<file path="config.mk">
export PLATFORM = sky130hd
export DESIGN_NAME = bbg_line_buf
export DESIGN_NICKNAME = d
export VERILOG_FILES = /design/src/hw/rtl/bbg_pkg.sv /design/src/hw/rtl/bbg_line_buf.sv
export SDC_FILE = /design/constraint.sdc
export NUM_CORES = 2
export LEC_CHECK = 0
export CORE_ASPECT_RATIO = 1.25
export CORE_MARGIN = 10
export CORE_UTILIZATION = 35
export CTS_BUF_LIST = sky130_fd_sc_hd__clkbuf_16
export CTS_CLUSTER_SIZE = 16
export DETAILED_ROUTE_END_ITERATION = 6
export DONT_BUFFER_PORTS = 1
export PLACE_DENSITY = 0.54
export SYNTH_ARGS = -nofsm -noshare
export SYNTH_HDL_FRONTEND = slang
export SYNTH_SLANG_ARGS = --single-unit
</file>
<file path="constraint.sdc">
create_clock -name aclk -period 4 [get_ports aclk]
set_clock_uncertainty 0.2 [all_clocks]
set_input_delay 1 -clock aclk [delete_from_list [all_inputs] [get_ports aclk]]
set_output_delay 1 -clock aclk [all_outputs]
set_load 0.01 [all_outputs]
</file>
<file path="src/hw/rtl/bbg_pkg.sv">
// Shared constants, cell state codes, command codes and the cell update rule
// for the three-state automaton engine. No dependencies.
`timescale 1ns / 1ps
`default_nettype none

package bbg_pkg;

    localparam int DEF_MAX_COLS = 256;
    localparam int DEF_MAX_ROWS = 128;

    localparam int CELL_W  = 2;
    localparam int LB_ROWS = 3;
    localparam int SLOT_W  = 2;

    localparam int GRID_WIDTH_W  = 9;
    localparam int GRID_HEIGHT_W = 8;
    localparam int CFG_INDEX_W   = 2;

    localparam logic [GRID_WIDTH_W-1:0]  RST_GRID_WIDTH  = 9'd200;
    localparam logic [GRID_HEIGHT_W-1:0] RST_GRID_HEIGHT = 8'd120;

    localparam logic [CFG_INDEX_W-1:0] CFG_IDX_WIDTH  = 2'd0;
    localparam logic [CFG_INDEX_W-1:0] CFG_IDX_HEIGHT = 2'd1;

    localparam logic [1:0] CMD_WRITE   = 2'd0;
    localparam logic [1:0] CMD_ADVANCE = 2'd1;
    localparam logic [1:0] CMD_READ    = 2'd2;

    localparam logic [CELL_W-1:0] CELL_READY      = 2'd0;
    localparam logic [CELL_W-1:0] CELL_REFRACTORY = 2'd1;
    localparam logic [CELL_W-1:0] CELL_FIRING     = 2'd2;

    localparam logic [3:0] FIRE_TRIGGER = 4'd2;

    function automatic logic [CELL_W-1:0] cell_next(input logic [CELL_W-1:0] centre,
                                                    input logic [3:0] firing);
        logic [CELL_W-1:0] res;
        case (centre)
            CELL_READY: begin
                res = (firing == FIRE_TRIGGER) ? CELL_FIRING : CELL_READY;
            end
            CELL_FIRING: begin
                res = CELL_REFRACTORY;
            end
            default: begin
                res = CELL_READY;
            end
        endcase
        return res;
    endfunction

endpackage

`default_nettype wire

</file>
<file path="src/hw/rtl/bbg_line_buf.sv">
// Three saved old rows used while a generation sweeps the grid.
// All rows are read at one column per cycle; one row is written. Depends on bbg_pkg.
`timescale 1ns / 1ps
`default_nettype none

module bbg_line_buf #(
    parameter int MAX_COLS = bbg_pkg::DEF_MAX_COLS,
    localparam int COL_W = $clog2(MAX_COLS)
) (
    input  wire logic                         aclk,
    input  wire logic                         wr_en,
    input  wire logic [bbg_pkg::SLOT_W-1:0]   wr_slot,
    input  wire logic [COL_W-1:0]             wr_col,
    input  wire logic [bbg_pkg::CELL_W-1:0]   wr_data,
    input  wire logic [COL_W-1:0]             rd_col,
    output logic [bbg_pkg::LB_ROWS-1:0][bbg_pkg::CELL_W-1:0] rd_data
);
    import bbg_pkg::*;

    for (genvar k = 0; k < LB_ROWS; k++) begin : g_row
        logic [CELL_W-1:0] mem [MAX_COLS];

        always_ff @(posedge aclk) begin
            if (wr_en && (wr_slot == SLOT_W'(k))) begin
                mem[wr_col] <= wr_data;
            end
            rd_data[k] <= mem[rd_col];
        end
    end

endmodule

`default_nettype wire

</file>
* Word level (Yosys, flattened, before mapping)
Memory sizes are Yosys's and may differ from the RTL's. A register that Yosys moved wholly into a read port is not among the register bits.
Index checks and enable logic that the tools add are counted.
** Storage, ports and cells
- Register bits after elaboration :: 0
- Bits in writable memories :: 1536
- Bits of input ports :: 22
- Word-level logic and storage cells :: 15
- Memories :: 3
** Operators by class
- Eq/ne operators :: 2
- Muxes and demuxes :: 6
- Reductions and logical operators :: 4
** Memory list
- g_row[0].mem :: words 256, width 2, read ports 1, clocked after Yosys merged registers in 1, write ports 1, RTL line bbg_line_buf.sv:21 : logic [CELL_W-1:0] mem [MAX_COLS];
- g_row[1].mem :: words 256, width 2, read ports 1, clocked after Yosys merged registers in 1, write ports 1, RTL line bbg_line_buf.sv:21
- g_row[2].mem :: words 256, width 2, read ports 1, clocked after Yosys merged registers in 1, write ports 1, RTL line bbg_line_buf.sv:21
** Operators by type and width (number)
- 1-bit 2-to-1 mux :: 6
- 1-bit logical AND :: 3
- 2-bit by 1-bit == test with 1-bit output, second input constant :: 1
- 2-bit == test, second input constant :: 1
- 2-bit logical NOT :: 1

* Logic depth before layout (Yosys ltp)
- Word-level depth :: 4
- Depth in mapped cells :: 12
- Mapped depth without buffers :: 6

* Worst setup path before layout
No wires, ideal clock.
- Kind :: input-to-reg
- From :: input rd_col[1]
- To :: register rd_data[4] (netlist name), read port of g_row[2].mem
- Arrival time :: 2.909 ns
- Data required time :: 3.662 ns
- Path slack :: 0.754 ns
- Stages on the path :: 9
- Path buffers :: 3
- Path through :: buf_2 buf_2 clkbuf_1 mux4_2 mux2_2 a221oi_1 o31ai_1 nor3_1 o221ai_1
** RTL lines
- start: declaration :: RTL line bbg_line_buf.sv:15 : input wire logic [COL_W-1:0] rd_col,
- end: declaration :: RTL line bbg_line_buf.sv:16 : output logic [bbg_pkg::LB_ROWS-1:0][bbg_pkg::CELL_W-1:0] rd_data

==> results.md <==
Run status:
- The flow ran to the end, but the final reports show violations.
- The final reports fail on max-slew violations.

Synth:
- The mean instance size in the synthesized netlist is 17.5 um2.
- Counting every instance in the synthesized netlist gives 3583.
- The number of nets handed over by synthesis was 3605.
- Counting flops with an async set or reset pin after synthesis yields a share of 0.
- The predominant post-synthesis flop cell is edfxtp_1.
- Yosys printed 0 warnings.
- The cell area that synthesis handed to floorplanning was 62700 um2.
- Of the synthesized area, sequential elements account for 0.737.
- In this run, synthesis produced a sequential element count of 1542.
- The distinct cell type count after synthesis is 41.
- Counting flops with a built-in enable in the synthesized netlist gives 1536.

Hold path:
- The start point of the worst hold path is wr_data[1].
- The worst hold path was traced through 0 stages.
- The path with the worst hold slack has its endpoint at g_row[2].mem[17][1]$_DFFE_PP_.
- The classification of the worst-slack hold path is primary input to flop.

STA:
- The setup-violating endpoint count in the final report is 0.
- The worst path meets setup with 0.492 ns of slack.
- Setup repair after global routing left no endpoint under its margin.
- The fraction of the cycle the final worst path needs is 0.877.
- The top achievable clock speed is 285 MHz.
- The worst slew margin relative to its limit is -1.01.
- The setup TNS is 0 ns.
- The routed design could run at a clock period as short as 3.51 ns.
- The final max-slew violation count is 467.
- The slew at the pin closest to its max-slew limit is 3.01 ns.
- The number of failing hold endpoints at the final stage came to 0.

Flow run:
- The max-cap violation count is 0.

Floorplan:
- The die footprint is 197000 um2.
- The floorplan step set the die height to 493 um.
- After floorplanning, the core was sized to cover 178000 um2.
- The floorplan has 173 rows.
- The starting density of the core is 0.352.
- 28 I/O pins were placed.
- The width of the die is 399 um.

Detailed routing:
- For this block, the via count after detailed routing is 32643.
- After detailed routing, the average wire length per cell comes to 27.2 um.
- The iteration count of the initial detailed-routing pass is 7.
- The total length of routed wires is 164 mm.
- The DRC violation count after routing is 0.
- Using the TritonRoute via totals, the vias-per-cell ratio works out to 5.41.
- The number of nets with antenna violations after routing is 0.
- After the first detailed-routing iteration, the DRC count stood at 2788.

Worst setup path:
- Tracing the worst setup path back leads to its startpoint at rd_col[0].
- STA puts the critical path data arrival time at 3.91 ns.
- Setup slack on the worst reg-to-reg path comes out at 1.07 ns.
- STA puts the critical path data required time at 4.40 ns.
- In this run the worst path has a maximum fanout of 467.
- The sort of element at the end of the critical path is a flop.
- In this run the critical register-to-register path is launched from g_row[0].mem[135][1]$_DFFE_PP_.
- The kind of start point of the critical path is a primary input.
- The endpoint identified for the worst register-to-register timing path is rd_data[1]$_DFF_P_.
- The count of cells along the worst register-to-register path is 6.
- The worst setup path is of the primary input to flop kind.

Power and ir drop:
- The share of total power dissipated in the clock network is 0.412.
- The internal power of the cells totals 25.7 mW.
- Of the total power, combinational logic draws 0.035.
- The highest ir drop seen on vdd is 437 uV.
- For this design the total switching power over the nets is 6.62 mW.
- Of the total power, the share spent switching nets is 0.205.
- Of the total power, registers draw 0.553.
- The static power due to leakage is 21.0 nW.
- For this design the ratio of total power to cell area is 462 nW/um2.

Layout:
- The share of layout cells above drive strength 1 is 0.183.
- The share of the core filled with cells in the final layout is 0.392.
- Relative to the synthesized area, the layout overhead comes to 11.3%.
- In the final design database the tool counted 3577 nets.

Place:
- The placement-stage worst setup slack is 0.130 ns.
- The congestion estimate from routability-driven global placement came to 0.766.
- The placed wire-length estimate is 88.4 mm.
- The number of buffers inserted by port buffering is 0.

Clock tree:
- The number of sinks handled by clock tree synthesis is 1542.
- Clock-pin slew was measured on the worst setup and hold paths at 0.06 ns.
- Buffers added to address setup during post-CTS repair amount to 0.
- The clock passes through at most 3 buffers.
- The number of gates given a new drive strength after cts is 0.
- Counting the buffers created by CTS gives 145.
- The number of H-tree branching levels is 4.
- For the worst-skew pair, the clock arrives at the later sink with an insertion delay of 0.79 ns.
- Hold repair after CTS inserted 0 buffers.
- TritonCTS built the clock tree.
- In this run the clock root is driven by a clkbuf_16.

GRT:
- The initial antenna violation count was 2.
- Across every metal layer, demand over resource in global routing totals 0.164.
- The number of global-route vias before repair is 34215.
- The wire length of the first global-routing pass is 235 mm.
- The largest net degree at the start of global routing is 769.
- The leftover overflow at the end of global routing is 0.
## per-layer routing
metal	vias up	global-route usage	wire length, um
li1	14032	-	-
met4	0	0.0520	4700
met1	17415	0.199	63300
met2	950	0.294	86900
met3	246	0.0267	9190
met5	-	0	0
## worst max-delay path, stage by stage
cell and delay [ns]:
mux4_2 0.82, a21oi_1 0.40, a211oi_1 0.13, a211oi_1 0.81
o221ai_1 0.24
## power by group through the flow
stage | sequential, mW | clock [mW] | combinational (mW)
detailed placement | 18.2 | 0 | 1.05
CTS | 17.8 | 13.6 | 1.05
global placement | 18.2 | 0 | 1.05
floorplan | 18.1 | 0 | 0.932
finish | 17.8 | 13.3 | 1.14
global route | 17.8 | 14.2 | 1.19
## Yosys cell counts, drive strengths merged (5+ instances only)
library cell	number	share of area
a221oi	7	0.00098
o32ai	6	0.00084
a211oi	28	0.0034
nor2	803	0.048
mux2	15	0.0027
a21oi	17	0.0014
nand2	109	0.0065
a22oi	6	0.00072
o31ai	11	0.0013
nand3	16	0.0013
buf	105	0.010
o21ai	5	0.00040
o211ai	10	0.0012
a21boi	7	0.00084
nor2b	16	0.0016
o221ai	90	0.013
dfxtp	6	0.0019
o22ai	46	0.0046
or2	8	0.00080
mux2i	191	0.030
nand2b	11	0.0011
clkbuf	169	0.010
nor3	17	0.0014
edfxtp	1536	0.74
mux4	331	0.12
## sequential cells by signal, indices dropped and copies added (netlist names)
signal and flops:
g_row.mem 1536, rd_data 6
## placed cells by master, fill, tap and decap left out, types with 3 or more instances in the layout
cell	instances
clkbuf_16	148
dfxtp_1	6
clkinvlp_4	4
a21boi_0	6
nor2_1	803
nor3_1	17
o21ai_0	5
o221ai_1	90
buf_4	93
mux4_2	331
a21oi_1	17
or2_2	8
buf_12	4
clkinv_2	26
o22ai_1	46
nor2b_1	16
bufinv_16	9
mux2i_1	191
nand2b_1	10
a221oi_1	7
nand2_1	100
o211ai_1	10
o32ai_1	6
and2_1	3
nand3_1	10
a22oi_1	6
o31ai_1	11
nand3_2	6
clkinv_1	33
a211oi_1	28
nand2_2	8
inv_1	26
clkinv_8	5
inv_6	9
or3_1	3
edfxtp_1	1536
mux2_2	15
## kinds of logic (layout without fill, tap and decap cells)
family,after synthesis,after routing,share of synthesized area
multiplexers,537,537,0.152
other,0,2,0
flip-flops,1542,1542,0.737
buffers and inverters,276,361,0.0205
AND/OR/NAND/NOR,993,993,0.0621
AO/OA/AOI/OAI,235,235,0.0284
## stage by stage
stage / hold slack (ns) / std cells / instance area, um2 / total power [mW]
after global placement: 0.703 / 5768 / 65300 / 19.2
after detailed placement: 0.701 / 5768 / 65300 / 19.2
after global routing: 0.119 / 6031 / 69800 / 33.2
after CTS: 0.185 / 6028 / 69800 / 32.5
final: 0.163 / 6032 / 69900 / 32.3
after floorplan: 0.539 / 3583 / 62700 / 19.1
## worst max path at each step
stage / to / slack (ns)
CTS: rd_data[1]$_DFF_P_ / 0.97
finish: rd_data[1]$_DFF_P_ / 0.49
detailed placement: rd_data[1]$_DFF_P_ / 0.13
global placement: rd_data[1]$_DFF_P_ / 0.13
global route: rd_data[1]$_DFF_P_ / 0.67
floorplan: rd_data[4]$_DFF_P_ / 0.75
## cell type report
class | instances | area (um2)
fillers | 16177 | 108000
inverters | 2 | 10.0
multi-input cells | 1765 | 15300
clock inverters | 112 | 817
flip-flops and latches | 1542 | 46200
diodes | 2 | 5.00
repair buffers | 99 | 833
well taps | 2362 | 2960
clock buffers | 148 | 3700
Note: power is estimated with default switching activity, not from simulation.
