--- src/hw/rtl/bbg_pkg.sv ---
// Shared constants, cell state codes, command codes and the cell update rule
// for the three-state automaton engine. No dependencies.
`timescale 1ns / 1ps
`default_nettype none

package bbg_pkg;

    localparam int DEF_MAX_COLS = 256;
    localparam int DEF_MAX_ROWS = 128;

    localparam int CELL_W  = 2;
    localparam int LB_ROWS = 3;
    localparam int SLOT_W  = 2;

    localparam int GRID_WIDTH_W  = 9;
    localparam int GRID_HEIGHT_W = 8;
    localparam int CFG_INDEX_W   = 2;

    localparam logic [GRID_WIDTH_W-1:0]  RST_GRID_WIDTH  = 9'd200;
    localparam logic [GRID_HEIGHT_W-1:0] RST_GRID_HEIGHT = 8'd120;

    localparam logic [CFG_INDEX_W-1:0] CFG_IDX_WIDTH  = 2'd0;
    localparam logic [CFG_INDEX_W-1:0] CFG_IDX_HEIGHT = 2'd1;

    localparam logic [1:0] CMD_WRITE   = 2'd0;
    localparam logic [1:0] CMD_ADVANCE = 2'd1;
    localparam logic [1:0] CMD_READ    = 2'd2;

    localparam logic [CELL_W-1:0] CELL_READY      = 2'd0;
    localparam logic [CELL_W-1:0] CELL_REFRACTORY = 2'd1;
    localparam logic [CELL_W-1:0] CELL_FIRING     = 2'd2;

    localparam logic [3:0] FIRE_TRIGGER = 4'd2;

    function automatic logic [CELL_W-1:0] cell_next(input logic [CELL_W-1:0] centre,
                                                    input logic [3:0] firing);
        logic [CELL_W-1:0] res;
        case (centre)
            CELL_READY: begin
                res = (firing == FIRE_TRIGGER) ? CELL_FIRING : CELL_READY;
            end
            CELL_FIRING: begin
                res = CELL_REFRACTORY;
            end
            default: begin
                res = CELL_READY;
            end
        endcase
        return res;
    endfunction

endpackage

`default_nettype wire

--- src/hw/rtl/bbg_window.sv ---
// Three by three neighborhood window and cell update rule, fed one column
// per cycle during a generation. Depends on bbg_pkg.
`timescale 1ns / 1ps
`default_nettype none

module bbg_window (
    input  wire logic                       aclk,
    input  wire logic                       shift_en,
    input  wire logic                       clear,
    input  wire logic                       top_fire,
    input  wire logic [bbg_pkg::CELL_W-1:0] mid_state,
    input  wire logic                       bot_fire,
    output logic      [bbg_pkg::CELL_W-1:0] next_state
);
    import bbg_pkg::*;

    logic [2:0]             top_reg;
    logic [2:0]             bot_reg;
    logic [2:0][CELL_W-1:0] mid_reg;
    logic [3:0]             firing;

    always_ff @(posedge aclk) begin
        if (shift_en) begin
            top_reg[2] <= top_fire;
            bot_reg[2] <= bot_fire;
            mid_reg[2] <= mid_state;
            if (clear) begin
                top_reg[1:0] <= '0;
                bot_reg[1:0] <= '0;
                mid_reg[1]   <= CELL_READY;
                mid_reg[0]   <= CELL_READY;
            end else begin
                top_reg[1:0] <= top_reg[2:1];
                bot_reg[1:0] <= bot_reg[2:1];
                mid_reg[1]   <= mid_reg[2];
                mid_reg[0]   <= mid_reg[1];
            end
        end
    end

    always_comb begin
        firing = 4'($countones(top_reg)) + 4'($countones(bot_reg))
               + 4'(mid_reg[0] == CELL_FIRING) + 4'(mid_reg[2] == CELL_FIRING);
        next_state = cell_next(mid_reg[1], firing);
    end

endmodule

`default_nettype wire

--- config.mk ---
export PLATFORM = sky130hd
export DESIGN_NAME = bbg_window
export DESIGN_NICKNAME = d
export VERILOG_FILES = /design/src/hw/rtl/bbg_pkg.sv /design/src/hw/rtl/bbg_window.sv
export SDC_FILE = /design/constraint.sdc
export NUM_CORES = 1
export LEC_CHECK = 0
export ABC_AREA = 1
export BUFFER_PORTS_ARGS = -buffer_cell sky130_fd_sc_hd__buf_2
export CAP_MARGIN = 20
export CORE_MARGIN = 2
export CORE_UTILIZATION = 47
export CTS_CLUSTER_DIAMETER = 30
export DETAILED_ROUTE_END_ITERATION = 12
export MAX_ROUTING_LAYER = met4
export PLACE_DENSITY = 0.74
export SLEW_MARGIN = 20
export SYNTH_ARGS = -nofsm -noshare
export SYNTH_HDL_FRONTEND = slang
export SYNTH_SLANG_ARGS = --single-unit
--- constraint.sdc ---
create_clock -name aclk -period 3 [get_ports aclk]
set_clock_uncertainty 0.15 [all_clocks]
set_input_delay 0.3 -clock aclk [delete_from_list [all_inputs] [get_ports aclk]]
set_output_delay 0.3 -clock aclk [all_outputs]
set_load 0.05 [all_outputs]
# ---- After elaboration in Yosys (flattened, before gate mapping)
# Index checks and enable logic that the tools add are counted.
dict set report totals {
  ff_bits 12
  inputBits 7
  out_inout_bits 2
  word_cells 21
}
dict set report op_classes {
  addsub 7
  n_eq_ne 4
  n_mux 2
  reduce_logical 1
}
# cell n
set ops {}
lappend ops {{adder 4 x 1 -> 4 bit} 2}
lappend ops {{adder 2 x 1 -> 3 bit} 2}
lappend ops {{equality test 2 bit (second input constant)} 3}
lappend ops {{adder 1 x 1 -> 2 bit} 2}
lappend ops {{adder 3 x 3 -> 4 bit} 1}
lappend ops {{equality test 4 x 2 -> 1 bit (second input constant)} 1}
lappend ops {{case mux 2 bit (2 select lines)} 1}
lappend ops {{zero test 2 bit} 1}
lappend ops {{two-way mux 2 bit} 1}

# ---- Logic depth before layout (Yosys ltp)
# Gate-level depths: netlist of the first run.
dict set report logic_depth {
  ltp_word 8
  mapped_depth 11
}

# ---- Worst setup path before layout of the first run
# OpenSTA, ideal clock, no wires.
dict set report synth_path {
  path_type {register -> output}
  startpoint {register top_reg[0]}
  endpoint {output next_state[1] in the netlist's numbering}
  arrival_time_ps 3345
  required_ps 2550
  path_slack_ps -795
  path_stages_with_launch 12
  n_path_buf 0
  path_cell_list {edfxtp_1 inv_1 fa_1 inv_1 fa_1 fa_1 ha_1 fa_1 inv_1 nor2_1 nand3_1 nor2_1}
}
dict set report synth_via {
  elab_chain_cells 8
}
# element line
set synth_rtl {}
lappend synth_rtl {{start, declared} bbg_window.sv:17} ;# logic [2:0] top_reg;
lappend synth_rtl {{start signal, assigned} bbg_window.sv:33} ;# top_reg[1:0] <= top_reg[2:1];
lappend synth_rtl {{adder 1 x 1 -> 2 bit (implied by the code)} bbg_window.sv:42} ;# firing = 4'($countones(top_reg)) + 4'($countones(bot_reg))
lappend synth_rtl {{adder 2 x 1 -> 3 bit (implied by the code)} bbg_window.sv:42}
lappend synth_rtl {{adder 3 x 3 -> 4 bit} bbg_window.sv:42}
lappend synth_rtl {{adder 4 x 1 -> 4 bit (2 in series)} bbg_window.sv:43} ;# + 4'(mid_reg[0] == CELL_FIRING) + 4'(mid_reg[2] == CELL_FIRING);
lappend synth_rtl {{equality test 4 x 2 -> 1 bit} bbg_pkg.sv:40} ;# res = (firing == FIRE_TRIGGER) ? CELL_FIRING : CELL_READY;
lappend synth_rtl {{two-way mux 2 bit} bbg_pkg.sv:40}
lappend synth_rtl {{case mux 2 bit (2 select lines)} bbg_pkg.sv:38} ;# case (centre)
lappend synth_rtl {{end, declared} bbg_window.sv:13} ;# output logic [bbg_pkg::CELL_W-1:0] next_state
# No other way between the ends.

# ---- Final worst setup path of the first run
# Ends and elaborated chain as after synthesis.

==> results of run 1 <==
[Yosys cell counts]
master / instances
nand2_1: 2
buf_2: 1
fa_1: 4
nor2_1: 15
edfxtp_1: 12
inv_1: 16
ha_1: 3
nand3_1: 1
a21oi_1: 1
[layer usage]
| layer | global-route usage [%] | vias up | wire length (um) |
|---|---|---|---|
| li1 | - | 192 | - |
| met1 | 16.9 | 172 | 357 |
| met2 | 19.4 | 8 | 431 |
| met3 | 3.33 | 2 | 29 |
| met4 | 10.0 | 0 | 15 |
| met5 | - | - | 0 |
[path summary, 6_finish.rpt]
kind,startpoint,endpoint,cells after the start
max reg2reg,top_reg[1]$_SDFFCE_PP0P_,top_reg[0]$_SDFFCE_PP0P_,3
min reg2reg,mid_reg[5]$_DFFE_PP_,mid_reg[3]$_SDFFCE_PP0P_,2
max,top_reg[0]$_SDFFCE_PP0P_,next_state[1],12
min,mid_state[0],mid_reg[4]$_DFFE_PP_,1
[final cells by class]
type	count	area, um^2	area share, %
Sequential cell	12	360	48.6
Clock inverter	1	3.75	0.507
Timing Repair Buffer	11	68.8	9.29
Multi-Input combinational cell	26	206	27.9
Tap cell	15	18.8	2.53
Inverter	16	60.1	8.11
Clock buffer	3	22.5	3.04
[logic make-up after synthesis]
group           Yosys count  share of synthesized area (%)
compound gates            1                          0.811
flops                    12                           58.4
buf+inv                  17                           10.5
fa+ha+maj                 7                           19.1
simple gates             18                           11.2
[through the flow]
step	power, mW	setup slack [ps]	setup TNS, ps
floorplan	0.285	-439	-439
global placement	0.314	-572	-572
detailed placement	0.322	-624	-624
CTS	0.424	-831	-831
global route	0.451	-935	-935
finish	0.422	-797	-797
[repair_timing]
action,in CTS,in global routing
pin swaps,0,1
setup endpoints to repair,1,1
gates resized for setup,2,2
[worst max-delay path: stages, from the launching register on]
cell      delay (ps)
edfxtp_1         340
inv_2             40
fa_1             520
inv_1             50
fa_1             530
fa_1             450
ha_2             210
fa_1             470
inv_1             40
nor2_1           100
nand3_2           90
nor2_4            90
buf_6            150
[power by group]
group,switching [mW],internal (mW)
combinational,0.0701,0.0522
clock,0.0486,0.0480
sequential,0.00567,0.197
total,0.124,0.298
==> results.sh, run 1 <==
export IMPL_cts_tree="done"
export IMPL_period_share_pct=127
export IMPL_grt_use_total_pct=13.7
export IMPL_cellPowerDensity_nw_per_um2=569
export IMPL_status="finished with violations"
export IMPL_cts_made_buffers=3
export IMPL_wl_um=833
export IMPL_finalHoldViolCount=0
export IMPL_num_vias=374
export IMPL_place_area_um2=703
export IMPL_worst_pin_slew_ps=259
export IMPL_drv_slew=0
export IMPL_grt_start_max_net_pins=13
export IMPL_dr_pass1_iters=4
export IMPL_clk_pin_slew_ps=70
export IMPL_maxCapViolCount=0
export IMPL_placed_cells=80
export IMPL_die_h_um=40.2
export IMPL_drc=0
export IMPL_cp_arrival_ps=3350
export IMPL_antenna_left=0
export IMPL_antenna_cells=0
export IMPL_synth_area_leaders="edfxtp_1 (58%), fa_1 (13%), inv_1 (9.7%)"
export IMPL_ys_warn_count=0
export IMPL_timing_hold_ws_ps=59.5
export IMPL_die_area_um2=1620
export IMPL_ys_types=9
export IMPL_syn_area_per_cell_um2=11.2
export IMPL_fin_util_pct=58.4
export IMPL_rows=13
export IMPL_grt_pass1_wl_um=1360
export IMPL_crit_fanout=2
export IMPL_synth_top_cell_by_area="edfxtp_1"
export IMPL_grt_pass1_vias=341
export IMPL_syn2layout_area_growth_pct=20.1
export IMPL_via_per_inst=4.45
export IMPL_synth_seq_cells=12
export IMPL_core_area_um2=1270
export IMPL_cts_hold_buf=0
export IMPL_path_class="reg -> out"
export IMPL_dp_hpwl_um=652
export IMPL_cp_start_kind="register"
export IMPL_drive_gt1_share_pct=26.1
export IMPL_cts_root_buf="clkbuf_4"
export IMPL_synth_top_cell_area_share_pct=58.4
export IMPL_min_period_ps=3800
export IMPL_globalplace_congestion=0.777
export IMPL_required_ps=2550
export IMPL_clk_path_buf_depth=2
export IMPL_cts_htree_levels=1
export IMPL_fin_ws_ps=-797
export IMPL_slew_headroom_pct=82.7
export IMPL_largest_register_ffs=6
export IMPL_setup_viol=1
export IMPL_mappedNetlistNets=69
export IMPL_grt_overflow=0
export IMPL_final_nets=84
export IMPL_cts_sinks=12
export IMPL_port_buffers=8
export IMPL_stdcell_area_um2=741
export IMPL_layout_common_cells="inv_1 (15), nor2_1 (14), edfxtp_1 (12)"
export IMPL_seq_area_frac_synth_pct=58.4
export IMPL_hp_class="in -> reg"
export IMPL_ioPinCount=9
export IMPL_post_cts_setup_buffers=0
export IMPL_routedWlPerCell_um=9.92
export IMPL_netlist_area_um2=617
export IMPL_die_width_um=40.2
export IMPL_clock_fmax_mhz=263
export IMPL_antenna_found_initial=0
export IMPL_layout_commonest_cell="inv_1"
export IMPL_vdd_drop_max_v=0.000288
export IMPL_rsz0062_at_grt="yes"
export IMPL_p_leak_nw=0.350
export IMPL_synthCells=55
export IMPL_dr_first_iter_drc_count=13
export IMPL_end_kind="primary output"
export IMPL_violations="setup timing"
export IMPL_initial_core_util_pct=48.6
export IMPL_stdcell_count=84
export IMPL_reg2reg_slack_ps=2010
export IMPL_insertion_delay_ps=260
export IMPL_fill_cells=107
Power figures use the tool's default switching activity.
==> run 2, diff against run 1 <==
--- a/config.mk
+++ b/config.mk
@@ -8,7 +8,6 @@
 export ABC_AREA = 1
 export BUFFER_PORTS_ARGS = -buffer_cell sky130_fd_sc_hd__buf_2
 export CAP_MARGIN = 20
-export CORE_MARGIN = 2
 export CORE_UTILIZATION = 47
 export CTS_CLUSTER_DIAMETER = 30
 export DETAILED_ROUTE_END_ITERATION = 12
==> run 2 against run 1 <==
Compared with the run above:
- the flow still finishes with violations (setup timing)
- maximum frequency grew 0.69%
- global-route usage grew 0.57 points
- flip-flop and latch count is the same
- worst hold slack lost 2.1 ps
- final cell count shrank 2.4%
- final area shrank 1.4%
- setup slack gained 26 ps
- clock power shrank 2%
- first-iteration DRC count shrank 77%
- sequential power is essentially flat
- clock-buffer cell count is the same
- critical path type unchanged
- largest power group unchanged
==> results.sh, run 2 (same netlist as run 1, synthesis figures left out) <==
export IMPL_status="finished with violations"
export IMPL_violations="setup timing"
export IMPL_wl_met2_um=414
export IMPL_ioPinCount=9
export IMPL_cts_sinks=12
export IMPL_cp_start_kind="register"
export IMPL_antenna_left=0
export IMPL_end_kind="primary output"
export IMPL_wl_um=805
export IMPL_cp_arrival_ps=3320
export IMPL_initial_core_util_pct=53.4
export IMPL_rsz0062_at_grt="yes"
export IMPL_num_vias=377
export IMPL_dr_first_iter_drc_count=3
export IMPL_hold_depth=1
export IMPL_placed_cells=78
export IMPL_grt_start_max_net_pins=13
export IMPL_core_area_um2=1160
export IMPL_rr_worst_depth=3
export IMPL_endpoint="next_state[1]"
export IMPL_die_h_um=38.2
export IMPL_dp_hpwl_um=632
export IMPL_power_total_mw=0.415
export IMPL_regArea_um2=360
export IMPL_fin_ws_ps=-771
export IMPL_largest_register_ffs=6
export IMPL_globalplace_congestion=0.717
export IMPL_pre_cts_slack_ps=-611
export IMPL_clk_pin_slew_ps=70
export IMPL_cts_made_buffers=3
export IMPL_cts_root_buf="clkbuf_4"
export IMPL_maxCapViolCount=0
export IMPL_antenna_cells=0
export IMPL_routedWlPerCell_um=9.82
export IMPL_antenna_found_initial=0
export IMPL_insertion_delay_ps=260
export IMPL_via_per_inst=4.60
export IMPL_highest_layer="met4"
export IMPL_drv_slew=0
export IMPL_rows=12
export IMPL_drive_gt1_share_pct=25.0
export IMPL_required_ps=2550
export IMPL_wl_met3_um=24
export IMPL_r2r_end="top_reg[0]$_SDFFCE_PP0P_"
export IMPL_met1Wirelength_um=354
export IMPL_startpoint="top_reg[0]$_SDFFCE_PP0P_"
export IMPL_setup_viol=1
export IMPL_vdd_drop_max_v=0.000309
export IMPL_die_width_um=38.2
export IMPL_hp_class="in -> reg"
export IMPL_path_class="reg -> out"
export IMPL_period_share_pct=126
export IMPL_grt_pass1_vias=344
export IMPL_min_period_ps=3770
export IMPL_worst_pin_slew_ps=264
export IMPL_dr_pass1_iters=2
export IMPL_die_area_um2=1460
export IMPL_stdcell_count=82
export IMPL_p_leak_nw=0.344
export IMPL_layout_common_cells="inv_1 (14), nor2_1 (14), edfxtp_1 (12)"
export IMPL_clk_path_buf_depth=2
export IMPL_fill_cells=97
export IMPL_crit_fanout=2
export IMPL_final_nets=83
export IMPL_syn2layout_area_growth_pct=18.5
export IMPL_finalHoldViolCount=0
export IMPL_rr_startpoint="top_reg[1]$_SDFFCE_PP0P_"
export IMPL_setup_tns_ps=-771
export IMPL_clock_fmax_mhz=265
export IMPL_cts_tree="done"
export IMPL_cellPowerDensity_nw_per_um2=567
export IMPL_multi_input_area_um2=201
export IMPL_grt_pass1_wl_um=1260
export IMPL_grt_use_total_pct=14.2
export IMPL_drc=0
export IMPL_port_buffers=8
export IMPL_cts_htree_levels=1
export IMPL_reg2reg_slack_ps=2010
export IMPL_slew_headroom_pct=82.4
export IMPL_grt_overflow=0
## run 2: per-stage QoR
stage          hold WS, ps  util, %  area [um^2]
2_1_floorplan          249        -          627
3_3_place_gp           327     60.1          694
3_5_place_dp           329     60.1          694
4_1_cts               44.4     62.9          727
5_1_grt               39.4     63.2          731
6_report              57.4     63.2          731
## run 2: cell type report
cell class | instances | area share (%)
Inverter | 16 | 8.22
Multi-Input combinational cell | 26 | 27.6
Timing Repair Buffer | 10 | 8.90
Tap cell | 14 | 2.40
Clock inverter | 1 | 0.514
Sequential cell | 12 | 49.3
Clock buffer | 3 | 3.08
## run 2: critical path: stages (launching register included)
cell and delay [ps]:
edfxtp_1 340, inv_2 40, fa_1 550, inv_2 40, fa_1 510, fa_1 420
ha_2 200, fa_1 480, inv_1 40, nor2_1 70, nand3_1 110, nor2_4 110
buf_8 150
## run 2: repair_timing
item | CTS | global route
pin swaps | 1 | 0
setup buffers | 0 | 0
hold buffers | 0 | 0
gates resized for setup | 2 | 3
setup endpoints to repair | 1 | 1
endpoints found under the hold margin | 0 | 0
cloned | 0 | 0
## run 2: report_power, final
part | switching [mW] | internal [mW]
clock network | 0.0470 | 0.0480
logic | 0.0668 | 0.0499
registers | 0.00541 | 0.197
## run 2: worst min path at each step
stage                           end    startpoint
2_1_floorplan  bot_reg[2]$_DFFE_PP_      bot_fire
3_3_place_gp   bot_reg[2]$_DFFE_PP_      bot_fire
3_5_place_dp   mid_reg[5]$_DFFE_PP_  mid_state[1]
4_1_cts        mid_reg[5]$_DFFE_PP_  mid_state[1]
5_1_grt        mid_reg[5]$_DFFE_PP_  mid_state[1]
6_report       bot_reg[2]$_DFFE_PP_      bot_fire
## run 2: routing by layer
layer,track usage (%),up-vias
met5,-,-
met4,13.4,0
li1,-,191
met2,22.5,9
met3,1.74,2
met1,15.5,175
